### src/hdl/msp_fe_pkg.sv
// shared types, constants and checksum helper for the frame encoder
`timescale 1ns / 1ps

package msp_fe_pkg;

   // command codes
   localparam logic CMD_START   = 1'b0;
   localparam logic CMD_PAYLOAD = 1'b1;

   // version codes
   localparam logic VER_1 = 1'b0;
   localparam logic VER_2 = 1'b1;

   // header characters
   localparam logic [7:0] CHAR_DOLLAR = 8'h24;
   localparam logic [7:0] CHAR_M      = 8'h4D;
   localparam logic [7:0] CHAR_X      = 8'h58;
   localparam logic [7:0] CHAR_LT     = 8'h3C;
   localparam logic [7:0] V2_FLAG     = 8'h00;

   localparam logic [15:0] V1_MAX_LENGTH = 16'd255;
   localparam logic [7:0]  CRC_POLY      = 8'hD5;

   // byte position within one item's burst
   localparam int unsigned POS_W = 4;
   typedef logic [POS_W-1:0] pos_type;

   localparam pos_type V1_HDR_LAST = 4'd4;
   localparam pos_type V1_CHK_POS  = 4'd5;
   localparam pos_type V2_HDR_LAST = 4'd7;
   localparam pos_type V2_CHK_POS  = 4'd8;
   localparam pos_type PL_DATA_POS = 4'd0;
   localparam pos_type PL_CHK_POS  = 4'd1;

   typedef enum logic [1:0] {
      KIND_ERROR    = 2'd0,
      KIND_START_V1 = 2'd1,
      KIND_START_V2 = 2'd2,
      KIND_PAYLOAD  = 2'd3
   } kind_type;

   // descriptor of the bytes one accepted item produces
   typedef struct packed {
      kind_type    kind;
      logic        crc_mode;
      logic [15:0] message_id;
      logic [15:0] payload_length;
      logic [7:0]  data_byte;
      logic        closes;
   } burst_type;

   // one byte of crc-8 dvb-s2, msb first
   function automatic logic [7:0] crc8_byte(input logic [7:0] crc, input logic [7:0] b);
      logic [7:0] c;
      c = crc ^ b;
      for (int i = 0; i < 8; i++) begin
         if (c[7]) begin
            c = {c[6:0], 1'b0} ^ CRC_POLY;
         end else begin
            c = {c[6:0], 1'b0};
         end
      end
      return c;
   endfunction

endpackage

### src/hdl/msp_fe_tracker.sv
// frame state tracking and item classification
`timescale 1ns / 1ps

module msp_fe_tracker (
   input  logic                  clock,
   input  logic                  reset,
   input  logic                  accept,
   input  logic                  command,
   input  logic                  version,
   input  logic [15:0]           message_id,
   input  logic [15:0]           payload_length,
   input  logic [7:0]            data_byte,
   output msp_fe_pkg::burst_type burst
);
   import msp_fe_pkg::*;

   logic        open_ff, open_in;
   logic        second_ff, second_in;
   logic [15:0] remaining_ff, remaining_in;

   always_comb begin
      open_in              = open_ff;
      second_in            = second_ff;
      remaining_in         = remaining_ff;
      burst.kind           = KIND_ERROR;
      burst.crc_mode       = second_ff;
      burst.message_id     = message_id;
      burst.payload_length = payload_length;
      burst.data_byte      = data_byte;
      burst.closes         = 1'b0;
      if (command == CMD_START) begin
         open_in = 1'b0;
         if (version == VER_1 && payload_length > V1_MAX_LENGTH) begin
            burst.kind = KIND_ERROR;
         end else begin
            burst.kind     = (version == VER_2) ? KIND_START_V2 : KIND_START_V1;
            burst.crc_mode = version;
            second_in      = version;
            remaining_in   = payload_length;
            open_in        = (payload_length != 16'd0);
            burst.closes   = (payload_length == 16'd0);
         end
      end else if (open_ff) begin
         burst.kind   = KIND_PAYLOAD;
         remaining_in = remaining_ff - 16'd1;
         burst.closes = (remaining_ff == 16'd1);
         open_in      = (remaining_ff != 16'd1);
      end
   end

   always_ff @(posedge clock) begin
      if (reset) begin
         open_ff      <= 1'b0;
         second_ff    <= 1'b0;
         remaining_ff <= 16'd0;
      end else if (accept) begin
         open_ff      <= open_in;
         second_ff    <= second_in;
         remaining_ff <= remaining_in;
      end
   end

endmodule

### src/hdl/msp_fe_serializer.sv
// burst register, byte sequencing, running checksum and result register
`timescale 1ns / 1ps

module msp_fe_serializer (
   input  logic                  clock,
   input  logic                  reset,
   input  logic                  in_valid,
   output logic                  in_ready,
   input  msp_fe_pkg::burst_type in_burst,
   output logic                  out_valid,
   input  logic                  out_ready,
   output logic [7:0]            out_byte,
   output logic                  out_frame_end,
   output logic                  out_run_last,
   output logic                  out_error
);
   import msp_fe_pkg::*;

   burst_type  burst_ff;
   logic       burst_valid_ff, burst_valid_in;
   pos_type    pos_ff, pos_in;
   logic [7:0] check_ff, check_in;

   logic       rsp_valid_ff, rsp_valid_in;
   logic [7:0] rsp_byte_ff;
   logic       rsp_end_ff, rsp_last_ff, rsp_err_ff;

   logic       out_load, burst_done, in_accept;
   pos_type    last_pos;
   logic [7:0] cur_byte;
   logic       cur_fold, cur_crc, cur_err, is_check;

   always_comb begin
      cur_byte = 8'h00;
      cur_fold = 1'b0;
      cur_crc  = 1'b0;
      cur_err  = 1'b0;
      last_pos = 4'd0;
      case (burst_ff.kind)
         KIND_START_V1: begin
            last_pos = burst_ff.closes ? V1_CHK_POS : V1_HDR_LAST;
            case (pos_ff)
               4'd0:    cur_byte = CHAR_DOLLAR;
               4'd1:    cur_byte = CHAR_M;
               4'd2:    cur_byte = CHAR_LT;
               4'd3: begin
                  cur_byte = burst_ff.payload_length[7:0];
                  cur_fold = 1'b1;
               end
               4'd4: begin
                  cur_byte = burst_ff.message_id[7:0];
                  cur_fold = 1'b1;
               end
               default: cur_byte = check_ff;
            endcase
         end
         KIND_START_V2: begin
            last_pos = burst_ff.closes ? V2_CHK_POS : V2_HDR_LAST;
            cur_crc  = 1'b1;
            cur_fold = (pos_ff >= 4'd3) && (pos_ff <= V2_HDR_LAST);
            case (pos_ff)
               4'd0:    cur_byte = CHAR_DOLLAR;
               4'd1:    cur_byte = CHAR_X;
               4'd2:    cur_byte = CHAR_LT;
               4'd3:    cur_byte = V2_FLAG;
               4'd4:    cur_byte = burst_ff.message_id[7:0];
               4'd5:    cur_byte = burst_ff.message_id[15:8];
               4'd6:    cur_byte = burst_ff.payload_length[7:0];
               4'd7:    cur_byte = burst_ff.payload_length[15:8];
               default: cur_byte = check_ff;
            endcase
         end
         KIND_PAYLOAD: begin
            last_pos = burst_ff.closes ? PL_CHK_POS : PL_DATA_POS;
            cur_crc  = burst_ff.crc_mode;
            if (pos_ff == PL_DATA_POS) begin
               cur_byte = burst_ff.data_byte;
               cur_fold = 1'b1;
            end else begin
               cur_byte = check_ff;
            end
         end
         default: begin
            cur_err = 1'b1;
         end
      endcase
   end

   assign is_check   = burst_ff.closes && (pos_ff == last_pos) && !cur_err;
   assign out_load   = burst_valid_ff && (!rsp_valid_ff || out_ready);
   assign burst_done = out_load && (pos_ff == last_pos);
   assign in_ready   = !burst_valid_ff || burst_done;
   assign in_accept  = in_valid && in_ready;

   always_comb begin
      burst_valid_in = burst_valid_ff;
      pos_in         = pos_ff;
      if (in_accept) begin
         burst_valid_in = 1'b1;
         pos_in         = 4'd0;
      end else if (burst_done) begin
         burst_valid_in = 1'b0;
      end else if (out_load) begin
         pos_in = pos_ff + 4'd1;
      end
   end

   always_comb begin
      check_in = check_ff;
      if (out_load) begin
         if ((burst_ff.kind == KIND_START_V1 || burst_ff.kind == KIND_START_V2)
             && pos_ff == 4'd0) begin
            check_in = 8'h00;
         end else if (cur_fold) begin
            check_in = cur_crc ? crc8_byte(check_ff, cur_byte) : (check_ff ^ cur_byte);
         end
      end
   end

   always_comb begin
      rsp_valid_in = rsp_valid_ff;
      if (out_load) begin
         rsp_valid_in = 1'b1;
      end else if (out_ready) begin
         rsp_valid_in = 1'b0;
      end
   end

   always_ff @(posedge clock) begin
      if (reset) begin
         burst_valid_ff <= 1'b0;
         rsp_valid_ff   <= 1'b0;
         pos_ff         <= 4'd0;
         check_ff       <= 8'h00;
      end else begin
         burst_valid_ff <= burst_valid_in;
         rsp_valid_ff   <= rsp_valid_in;
         pos_ff         <= pos_in;
         check_ff       <= check_in;
      end
   end

   always_ff @(posedge clock) begin
      if (in_accept) begin
         burst_ff <= in_burst;
      end
      if (out_load) begin
         rsp_byte_ff <= cur_byte;
         rsp_end_ff  <= is_check;
         rsp_last_ff <= (pos_ff == last_pos);
         rsp_err_ff  <= cur_err;
      end
   end

   assign out_valid     = rsp_valid_ff;
   assign out_byte      = rsp_byte_ff;
   assign out_frame_end = rsp_end_ff;
   assign out_run_last  = rsp_last_ff;
   assign out_error     = rsp_err_ff;

endmodule

### src/hdl/msp_frame_encoder.sv
// top level of the serial command frame encoder, versions 1 and 2
`timescale 1ns / 1ps

//  channel | direction | handshake            | payload
//  req_    | in        | req_valid/req_ready  | command, version, message_id,
//          |           |                      | payload_length, data_byte
//  rsp_    | out       | rsp_valid/rsp_ready  | out_byte, frame_end, run_last, error
//
//  one result byte leaves per cycle unless rsp_ready stalls; an item occupies the
//  burst register until its last byte moves to rsp_: 1 byte for an error, 1 or 2 for
//  a payload byte, 5 or 6 for a version 1 header, 8 or 9 for a version 2 header
//  the next item is taken in the cycle its predecessor's last byte moves to rsp_
//  synchronous active-high reset closes any open frame and empties both registers
//  a stall on rsp_ready holds the result register and, behind it, the burst

module msp_frame_encoder (
   input  logic        clock,
   input  logic        reset,
   input  logic        req_valid,
   output logic        req_ready,
   input  logic        req_command,
   input  logic        req_version,
   input  logic [15:0] req_message_id,
   input  logic [15:0] req_payload_length,
   input  logic [7:0]  req_data_byte,
   output logic        rsp_valid,
   input  logic        rsp_ready,
   output logic [7:0]  rsp_out_byte,
   output logic        rsp_frame_end,
   output logic        rsp_run_last,
   output logic        rsp_error
);
   import msp_fe_pkg::*;

   // descriptor for the item on req_, built from the frame state
   burst_type req_burst;
   logic      req_accept;

   assign req_accept = req_valid && req_ready;

   // frame state: open flag, version of the open frame, bytes still owed
   msp_fe_tracker u_tracker (
      .clock          (clock),
      .reset          (reset),
      .accept         (req_accept),
      .command        (req_command),
      .version        (req_version),
      .message_id     (req_message_id),
      .payload_length (req_payload_length),
      .data_byte      (req_data_byte),
      .burst          (req_burst)
   );

   // holds the accepted item, steps through its bytes, folds the checksum
   msp_fe_serializer u_serializer (
      .clock         (clock),
      .reset         (reset),
      .in_valid      (req_valid),
      .in_ready      (req_ready),
      .in_burst      (req_burst),
      .out_valid     (rsp_valid),
      .out_ready     (rsp_ready),
      .out_byte      (rsp_out_byte),
      .out_frame_end (rsp_frame_end),
      .out_run_last  (rsp_run_last),
      .out_error     (rsp_error)
   );

endmodule

### config.mk
export PLATFORM = sky130hd
export DESIGN_NAME = msp_frame_encoder
export DESIGN_NICKNAME = d
export VERILOG_FILES = /design/src/hdl/msp_fe_pkg.sv /design/src/hdl/msp_fe_tracker.sv /design/src/hdl/msp_fe_serializer.sv /design/src/hdl/msp_frame_encoder.sv
export SDC_FILE = /design/constraint.sdc
export NUM_CORES = 1
export LEC_CHECK = 0
export BUFFER_PORTS_ARGS = -buffer_cell sky130_fd_sc_hd__buf_2
export CORE_UTILIZATION = 40
export DETAILED_ROUTE_END_ITERATION = 8
export SLEW_MARGIN = 20
export SYNTH_ARGS = -nofsm -noshare
export SYNTH_HDL_FRONTEND = slang
export SYNTH_SLANG_ARGS = --single-unit
### constraint.sdc
create_clock -name clock -period 6.1 [get_ports clock]
set_input_delay 0.305 -clock clock [delete_from_list [all_inputs] [get_ports clock]]
set_output_delay 0.305 -clock clock [all_outputs]
set_load 0.02 [all_outputs]
==> results.py <==
metrics = {
    "status": {
        "status": "completed",
    },
    "clock_tree": {
        "hold_buffers": 0,
        "cts_buffers": 9,
        "cts-resized-gates": 0,
        "clk_latency_ps": 350,
        "cts_sinks": 87,
        "root_buffer": "clkbuf_16",
        "cts_setup_buffers": 0,
        "clk_pin_slew_worst_paths_ps": 70,
        "clock_path_buffers": 2,
        "cts_max_level": 3,
        "cts_tree": "done",
    },
    "routing": {
        "ant_nets": 0,
        "first_pass_iters": 7,
        "drc": 0,
        "via_per_inst": 5.63,
        "drt-initial-drc-count": 375,
        "wl_per_cell_um": 17.1,
        "drt-total-wl_um": 12800,
        "vias": 4208,
    },
    "pwr": {
        "swShare_pct": 28.0,
        "p_switching_uw": 457,
        "cellLeakagePower_nw": 2.18,
        "power_frac_seq_pct": 42.6,
        "internal_power_mw": 1.18,
        "clockPowerShare_pct": 37.0,
        "irDropWorstVdd_mv": 0.201,
        "power_density_nw_per_um2": 285,
        "p_comb_share_pct": 20.4,
    },
    "yosys": {
        "synth_ff_type": "edfxtp_1",
        "ys_ff_latch": 87,
        "synthCells": 533,
        "syn_nets": 589,
        "synth_cell_types": 70,
        "async_flop_share_pct": 0,
        "synth_edf_count": 55,
        "synth_top_cell_by_area": "edfxtp_1",
        "netlist_area_sq_um": 4990,
        "synthTopCellsByArea": "edfxtp_1, dfxtp_1, nand2_1, o21ai_0, a21oi_1",
        "synthTopCellsByCount": "nand2_1, edfxtp_1, o21ai_0, nor2_1, dfxtp_1",
        "seq_area_frac_synth_pct": 45.9,
        "synth_top_cell_area_share_pct": 33.1,
        "yosys_warnings": 0,
        "synth.most_common_cell": "nand2_1",
        "synth_area_per_cell_sq_um": 9.36,
    },
    "grt": {
        "track_usage_pct": 20.7,
        "grt_max_degree": 53,
        "grt_overflow": 0,
        "grt_pass1_vias": 3850,
        "grt_pass1_wl_um": 20600,
        "antenna_found_initial": 0,
    },
    "floorplan": {
        "start_util_pct": 41.4,
        "ios": 59,
        "core_area_sq_um": 12100,
        "die_h_um": 114,
        "die_x_um": 114,
        "dieArea_sq_um": 12900,
        "num_rows": 40,
    },
    "finish": {
        "final_core_util_pct": 47.5,
        "nets": 631,
        "finalInstanceArea_sq_um": 5730,
        "n_antenna_cell": 0,
        "drive_gt1_share_pct": 16.2,
        "flow.area_growth_from_synthesis_pct": 14.8,
        "fin_cells": 748,
    },
    "worst_setup_path": {
        "crit_top_cell": "o21ai_1",
        "slowest_stage": "ha_1",
        "cpPeakStageDelay_ps": 630,
        "path_class": "register to register",
        "end_kind": "register",
        "critical-path-top-delay-family": "XOR/XNOR gates",
        "cp.required_ps": 6380,
        "startpoint_type": "register",
        "worstPathArrival_ps": 4550,
        "crit_buf_inv": 2,
        "crit_fanout": 21,
        "crit_chain": "inv_1, ha_1, nor3b_2, buf_4, mux2_1, a221o_1, nor2b_1, o21ai_1, xor2_4, xnor2_1, xnor2_2, xnor3_1, o21ai_1",
    },
    "placement": {
        "gp_congestion": 0.877,
        "dp_hpwl_um": 9280,
        "dpl-instance-area_sq_um": 5400,
        "place_inst": 732,
        "numPortBuffers": 58,
    },
    "sta": {
        "finalMaxSlewViolations": 0,
        "slew_headroom_pct": 42.8,
        "tightest_slew_ps": 859,
        "rsz0062_at_grt": "no",
        "finalSetupViolations": 0,
        "period_needed_ps": 4260,
        "final.setup_skew_ps": 5.53,
        "max_clock_freq_mhz": 234,
        "finalHoldViolations": 0,
        "finalSetupTns_ps": 0,
        "fin_hold_ws_ps": 128,
        "fin_crit_sh_pct": 69.9,
    },
    "worst_hold_path": {
        "min_path_type": "input port to register",
    },
    "run": {
        "maxCapViolCount": 0,
    },
}
[layout make-up]
cell class / count / area, sq um
Clock buffer: 9 / 225
Clock inverter: 7 / 105
Fill cell: 1153 / 6330
Inverter: 19 / 71.3
Multi-Input combinational cell: 395 / 2500
Sequential cell: 87 / 2290
Tap cell: 168 / 210
Timing Repair Buffer: 63 / 328
[power groups by stage]
stage | Clock [mW] | Sequential [mW] | Combinational (mW)
global placement | 0 | 0.709 | 0.327
finish | 0.605 | 0.696 | 0.333
CTS | 0.621 | 0.696 | 0.332
floorplan | 0 | 0.710 | 0.242
global route | 0.644 | 0.700 | 0.365
detailed placement | 0 | 0.709 | 0.330
[per-layer routing]
| layer | vias up | share of wire, % | track usage [%] |
|---|---|---|---|
| li1 | 2057 | - | - |
| met3 | 19 | 5.7 | 3.13 |
| met4 | 0 | 2.3 | 9.56 |
| met5 | - | 0 | 0 |
| met1 | 1998 | 46 | 28.8 |
| met2 | 134 | 46 | 31.7 |
[layout by cell type (no fill, tap or decap), types with 5 or more instances in the layout]
master	count
nand2_1	62
buf_2	58
edfxtp_1	55
o21ai_0	45
nor2_1	41
dfxtp_1	32
a21oi_1	31
inv_1	19
a22oi_1	17
nor3_1	16
nand3_1	14
xnor2_1	13
nor2b_1	12
o31ai_1	10
ha_1	10
clkbuf_16	9
nor4_1	8
a211oi_1	7
nand2b_1	7
a21o_1	6
xor2_1	6
mux2i_1	5
o211ai_1	5
buf_4	5
[state kept, by name, indices dropped and copies added (netlist names)]
name	count
u_serializer.burst_ff	44
u_serializer.burst_valid_ff	1
u_serializer.check_ff	8
u_serializer.out_byte	8
u_serializer.out_error	1
u_serializer.out_frame_end	1
u_serializer.out_run_last	1
u_serializer.out_valid	1
u_serializer.pos_ff	4
u_tracker.open_ff	1
u_tracker.remaining_ff	16
u_tracker.second_ff	1
[path summary, 6_finish.rpt]
path / from / slack (ps) / endpoint / cells past startpoint
setup / recovery: u_serializer.pos_ff[0] / 1840 / u_serializer.check_ff[7] / 13
hold / removal: req_message_id[11] / 130 / u_serializer.burst_ff[36] / 1
setup reg to reg: u_serializer.pos_ff[0] / 1840 / u_serializer.check_ff[7] / 13
hold reg to reg: u_serializer.burst_valid_ff / 490 / u_serializer.out_valid / 2
[cell families after synthesis]
logic type	after synthesis	synth area share, %
AND/OR/NAND/NOR	184	17.6
AO/OA/AOI/OAI	167	22.2
flip-flops	87	45.9
buffers and inverters	51	4.09
XOR/XNOR	24	5.57
multiplexers	10	2.13
adder cells (fa/ha/maj)	10	2.51
[stage by stage]
step,power [mW],worst slack (ps)
2_1_floorplan,0.951,1280
3_3_place_gp,1.04,2010
3_5_place_dp,1.04,1870
4_1_cts,1.65,1850
5_1_grt,1.71,1450
6_report,1.63,1840
No activity file was read; power rests on OpenSTA's default activity.
